`src/rtl/ecqs_pkg.sv`:
```
`default_nettype none
package ecqs_pkg;

   localparam int MAX_SAMPLES   = 1024;
   localparam int MAX_QUANTILES = 64;
   localparam int SAMPLE_WIDTH  = 32;

   localparam int ADDR_W  = $clog2(MAX_SAMPLES);
   localparam int COUNT_W = ADDR_W + 1;
   localparam int NQ_W    = 7;
   localparam int IDX_W   = 6;
   localparam int DIFF_W  = SAMPLE_WIDTH + 1;
   localparam int PROD_W  = DIFF_W + NQ_W;
   localparam int DIV_W   = PROD_W;
   localparam int DCNT_W  = $clog2(DIV_W);

   localparam logic CSR_QUANTILE_COUNT  = 1'b0;
   localparam logic CSR_DEFINITION_MODE = 1'b1;

   typedef enum logic [3:0] {
      ST_LOAD,
      ST_DIV_START,
      ST_DIV_WAIT,
      ST_ADV,
      ST_RD_LO,
      ST_RD_HI,
      ST_CALC,
      ST_MUL,
      ST_IDIV_START,
      ST_IDIV_WAIT,
      ST_OUT
   } state_type;

   typedef enum logic [1:0] {
      OP_SEL,
      OP_AVG,
      OP_INTERP
   } cut_op_type;

   typedef struct packed {
      logic              start;
      logic [DIV_W-1:0]  dividend;
      logic [NQ_W-1:0]   divisor;
   } div_req_type;

   typedef struct packed {
      logic              done;
      logic [DIV_W-1:0]  quotient;
      logic [NQ_W-1:0]   remainder;
   } div_rsp_type;

endpackage
`default_nettype wire

```
`src/rtl/ecqs_divider.sv`:
```
`default_nettype none
module ecqs_divider
   import ecqs_pkg::*;
(
   input  wire logic        clock,
   input  wire logic        reset,
   input  wire div_req_type div_req,
   output div_rsp_type      div_rsp
);

   logic [NQ_W-1:0]   rem_ff, rem_in;
   logic [DIV_W-1:0]  quo_ff, quo_in;
   logic [DCNT_W-1:0] cnt_ff, cnt_in;
   logic [NQ_W-1:0]   dvs_ff, dvs_in;
   logic              busy_ff, busy_in;
   logic              done_ff, done_in;
   logic [NQ_W:0]     shifted;
   logic              ge;

   // restoring division, one quotient bit per cycle
   always_comb begin
      shifted = {rem_ff, quo_ff[DIV_W-1]};
      ge      = shifted >= {1'b0, dvs_ff};
      rem_in  = rem_ff;
      quo_in  = quo_ff;
      cnt_in  = cnt_ff;
      dvs_in  = dvs_ff;
      busy_in = busy_ff;
      done_in = 1'b0;
      if (div_req.start) begin
         rem_in  = '0;
         quo_in  = div_req.dividend;
         cnt_in  = '0;
         dvs_in  = div_req.divisor;
         busy_in = 1'b1;
      end else if (busy_ff) begin
         rem_in = ge ? NQ_W'(shifted - {1'b0, dvs_ff}) : shifted[NQ_W-1:0];
         quo_in = {quo_ff[DIV_W-2:0], ge};
         cnt_in = cnt_ff + 1'b1;
         if (cnt_ff == DCNT_W'(DIV_W - 1)) begin
            busy_in = 1'b0;
            done_in = 1'b1;
         end
      end
   end

   always_ff @(posedge clock) begin
      rem_ff <= rem_in;
      quo_ff <= quo_in;
      cnt_ff <= cnt_in;
      dvs_ff <= dvs_in;
      if (reset) begin
         busy_ff <= 1'b0;
         done_ff <= 1'b0;
      end else begin
         busy_ff <= busy_in;
         done_ff <= done_in;
      end
   end

   assign div_rsp.done      = done_ff;
   assign div_rsp.quotient  = quo_ff;
   assign div_rsp.remainder = rem_ff;

`ifndef SYNTH
   a_start_idle: assert property (@(posedge clock) disable iff (reset)
      div_req.start |-> !busy_ff) else $error("divider restarted while busy");
   a_done_pulse: assert property (@(posedge clock) disable iff (reset)
      done_ff |=> !done_ff) else $error("divider done longer than one cycle");
   a_done_after_busy: assert property (@(posedge clock) disable iff (reset)
      $rose(done_ff) |-> $past(busy_ff)) else $error("divider done without work");
`endif

endmodule
`default_nettype wire

```
`config.mk`:
```
export PLATFORM = sky130hd
export DESIGN_NAME = ecqs_divider
export DESIGN_NICKNAME = d
export VERILOG_FILES = /design/src/rtl/ecqs_pkg.sv /design/src/rtl/ecqs_divider.sv
export SDC_FILE = /design/constraint.sdc
export NUM_CORES = 1
export LEC_CHECK = 0
export BUFFER_PORTS_ARGS = -buffer_cell sky130_fd_sc_hd__buf_2
export CAP_MARGIN = 20
export CORE_UTILIZATION = 25
export CTS_CLUSTER_DIAMETER = 50
export DETAILED_ROUTE_END_ITERATION = 6
export SLEW_MARGIN = 20
export SYNTH_ARGS = -nofsm -noshare
export SYNTH_HDL_FRONTEND = slang
export SYNTH_SLANG_ARGS = --single-unit
export TNS_END_PERCENT = 1
```
`constraint.sdc`:
```
create_clock -name clock -period 2.2 [get_ports clock]
set_input_delay 0.44 -clock clock [delete_from_list [all_inputs] [get_ports clock]]
set_output_delay 0.44 -clock clock [all_outputs]
set_load 0.02 [all_outputs]
```
== After elaboration in Yosys (flattened, before gate mapping) ==
Index checks and enable logic that the tools add are counted.
Cells by class
  shift operators: 0
  $lt $le $gt $ge: 1
  div/mod/pow operators: 0
  bitwise operators: 1
  multiplexer cells: 7
  multipliers: 0
  add/sub/neg operators: 2
  reductions and logical operators: 2
  equal/unequal tests: 1
Operator list (count)
  40-bit 2-to-1 mux: 2
  8-bit by 7-bit greater-or-equal comparator with 1-bit output: 1
  7-bit 2-to-1 mux: 1
  7-bit subtractor: 1
  6-bit by 1-bit adder with 6-bit output, second input constant: 1
  6-bit == test, second input constant: 1
  1-bit 2-to-1 mux: 4
  3-bit OR reduction: 1
  2-bit nonzero test: 1
  1-bit inverter: 1
Storage, ports and cells
  input port bits: 50
  bits in registers: 62
  memories: 0
  output and inout bits: 48
  word-level logic and storage cells: 20
  bits in writable memories: 0
  ROM bits: 0
  latch bits: 0

== Depth between registers and ports, before layout ==
  word-level depth: 4
  gate-level depth with buffers: 7
  gate-level depth less buffers: 7

== Worst setup path before layout ==
Ideal clock, no wire load.
  path type: reg-to-reg
  start: register quo_ff[39]
  end: register rem_ff[6]
  data required time: 2.131 ns
  clock period less this slack: 2.106 ns
  stages on the path, launching flop included: 8
  slack: 0.094 ns
  buffers on the path: 0
  arrival time: 2.037 ns
  library setup time: 0.069 ns
  cells stage by stage: edfxtp_1 -> inv_1 -> ha_1 -> fa_1 -> nand2b_2 -> a211o_4 -> a31o_1 -> o21ai_1
On the way
  word-level cells in the longest chain between the ends: 2
  elaborated cells between the ends (all ways): 3
  those cells by class: add/sub: 1; order compare: 1; mux: 1
Ends and longest elaborated chain
  start: declaration: RTL line ecqs_divider.sv:12  | logic [DIV_W-1:0] quo_ff, quo_in;
  start signal: assignment: RTL line ecqs_divider.sv:49  | quo_ff <= quo_in;
  7-bit subtractor / 8-bit by 7-bit greater-or-equal comparator with 1-bit output (equally long branches): RTL line ecqs_divider.sv:37, ecqs_divider.sv:23
  7-bit 2-to-1 mux (*): RTL line ecqs_divider.sv:37  | rem_in = ge ? NQ_W'(shifted - {1'b0, dvs_ff}) : shifted[NQ_W-1:0];
  end signal: assignment: RTL line ecqs_divider.sv:48  | rem_ff <= rem_in;
  end: declaration: RTL line ecqs_divider.sv:11  | logic [NQ_W-1:0] rem_ff, rem_in;
Every way passes the cells marked *; elsewhere a longest branch is shown, timed or not.
A chain may end at the register's enable or synchronous reset.

== Worst setup path in the final report ==
  start: register quo_ff[39]
  end: register rem_ff[4]
The elaborated chain is that of the path after synthesis.

==> out/results.ini <==
[route]
dr.pass1.iters = 6
drtIter0Drc = 58
wirelength_um = 6790
remaining_drc_errors = 5
wire_per_inst_um = 14.1
vias_per_cell = 4.60
via_count = 2222
ant_nets = 0

[finish]
num_antenna_cells = 0
final_util_pct = 34.6
drive_above_1_share_pct = 48.5
syn2layout_area_growth_pct = 32.4
finalInstanceArea_um2 = 4020
nets = 394
layout.cells.non_filler = 483

[cts]
cts_sinks = 62
cts_tree = built
insertion_delay_ns = 0.33
cts-root-buf = clkbuf_16
clkTransAtPathRegs_ns = 0.05
cts_hold_buf = 0
htree_levels = 3
cts_buffer_depth = 2
numCtsBuffers = 9

[floorplan]
ios = 98
fp-row-count = 39
die_width_um = 112
core_um2 = 11600
start_util_pct = 26.1
die_area_um2 = 12600
dieHeight_um = 112

[power_and_ir_drop]
swShare_pct = 25.7
power_leakage_nw = 1.68
combPwrFrac_pct = 16.8
p_sw_mw = 0.867
p_int_mw = 2.50
peakVddDrop_uv = 352
p_per_area_nw_per_um2 = 838
p_seq_share_pct = 42.9
p_clk_share_pct = 40.3

[placed_design]
dp_hpwl_um = 4950
place_congestion = 0.810
dpl.cell_count = 467
placed_cell_area_um2 = 3720
port_buffers = 97

[worst_setup_path]
r2r_cells = 7
crit_path_top_delay_cell = fa_1
crit_family = compound AO/OA/AOI/OAI gates
critPathBufInv = 1
r2r-end = rem_ff[4]
reg2reg_from = quo_ff[39]
path_cells = inv_1 -> ha_1 -> fa_1 -> nand2b_4 -> a211o_4 -> a41oi_1 -> o31ai_1
crit_required_ns = 2.40
cp-start-kind = flop
crit_type = flop to flop
r2r_slack_ns = 0.15
critPathMaxFanout = 7
crit_arrival_ns = 2.25
crit_path_end_kind = flop
cpPeakStageDelay_ns = 0.41

[job]
maxCapViolations = 0

[synth]
yosysMostFrequentCell = edfxtp_1
ys.flop_type = edfxtp_1
synth_edf_count = 47
synthesis.area_um2 = 3040
synth_fp_nets = 290
synth_cells = 231
synth_cell_types = 45
seq_area_frac_synth_pct = 56.4
yosysTopAreaCellShare_pct = 46.5
yosys-top-cells-count = edfxtp_1, mux2_2, dfxtp_1
synthArstFlopShare_pct = 0
synth_warnings = 0
synth_seq_cells = 62
ys_top_cells_by_area = edfxtp_1, mux2_2, dfxtp_1
synth_largest_area_cell = edfxtp_1
syn_avg_cell_area_um2 = 13.1

[global_routing]
antenna_found_initial = 0
grt_start_max_net_pins = 35
grt.overflow.total = 0
grt_pass1_vias = 2289
grt_pass1_wl_um = 11000
track_usage_pct = 11.2

[worst_hold_path]
min_from = reset
min_to = busy_ff
min_path_type = input pin to flop
hold_depth = 2

[timing]
tns_ns = 0
worstMarginPinSlew_ns = 0.467
period_minus_slack_ns = 2.05
max_freq_mhz = 488
setup_viol = 0
drv_slew = 0
timing.final.crit_share_pct = 93.1
whs_ns = 0.285
finalHoldViolations = 0
skew_ns = 0.00294
slew_headroom_pct = 68.8
rsz0062_at_grt = no

[status]
outcome = finished with violations
violations = design-rule violations

final cells by class:
cell class / count / area, µm²
clock inverters: 5 / 50.0
fillers: 1173 / 7600
inverters: 10 / 37.5
well taps: 143 / 179
clock buffers: 11 / 233
flip-flops and latches: 62 / 1710
multi-input cells: 148 / 1240
repair buffers: 104 / 563
kinds of logic after synthesis:
group	Yosys count	synth area share (%)
XOR/XNOR	6	1.73
AO/OA/AOI/OAI	33	8.78
flip-flops	62	56.4
adder cells (fa/ha/maj)	9	3.96
AND/OR/NAND/NOR	59	10.9
buffers and inverters	21	3.05
multiplexers	41	15.2
power by group through the flow:
stage	clock, mW	combinational [mW]	sequential (mW)
global route	1.44	0.617	1.46
global placement	0	0.558	1.47
finish	1.36	0.566	1.44
floorplan	0	0.261	1.57
detailed placement	0	0.564	1.47
CTS	1.40	0.565	1.45
worst max path at each step:
stage               startpoint         to  slack, ns  depth (start not counted)
finish              quo_ff[39]  rem_ff[4]       0.15                          7
global route        quo_ff[39]  rem_ff[4]       0.06                          7
CTS                 quo_ff[39]  rem_ff[4]        0.1                          7
detailed placement  quo_ff[39]  rem_ff[3]       0.12                          7
global placement    quo_ff[39]  rem_ff[6]       0.20                          7
floorplan           quo_ff[39]  rem_ff[6]       0.09                          7
layer usage:
metal / global-route usage, % / vias to the layer above / routed length [µm]
met5: 0 / - / 0
met4: 6.04 / 0 / 134
met3: 3.56 / 11 / 419
met2: 17.8 / 68 / 3200
met1: 13.7 / 1057 / 3030
li1: - / 1086 / -
placed cells by master, fill, tap and decap left out, types with 3 or more instances in the layout:
cell / netlist / routed
a211oi_1: 3 / 3
a21oi_1: 3 / 3
a41oi_1: 4 / 4
buf_2: 5 / 97
buf_4: 2 / 5
clkbuf_16: 0 / 9
dfxtp_1: 15 / 15
edfxtp_1: 47 / 47
ha_1: 8 / 8
inv_1: 10 / 10
mux2_2: 40 / 40
nand2_1: 9 / 9
nand2b_1: 3 / 3
nand4_1: 4 / 4
nor2_1: 14 / 14
nor2b_1: 4 / 4
nor3_1: 4 / 4
nor3b_1: 8 / 8
o21ai_0: 3 / 3
o311ai_1: 3 / 3
o31ai_1: 4 / 4
or2_2: 3 / 3
xnor2_1: 3 / 3
xor2_1: 3 / 3
flip-flops by register name (all words and copies together), names as in the netlist:
name     count
rem_ff       7
done_ff      1
cnt_ff       6
dvs_ff       7
busy_ff      1
quo_ff      40
stage by stage:
stage	worst slack, ns	total power, mW
floorplan	0.0944	1.83
global placement	0.202	2.02
detailed placement	0.116	2.03
CTS	0.0973	3.42
global route	0.0587	3.51
finish	0.152	3.37
timing repair:
action | in CTS | in global routing
gates resized for setup | 0 | 2
endpoints found under the setup margin | 0 | 1
setup buffers | 0 | 0
Note: power is estimated with default switching activity, not from simulation.
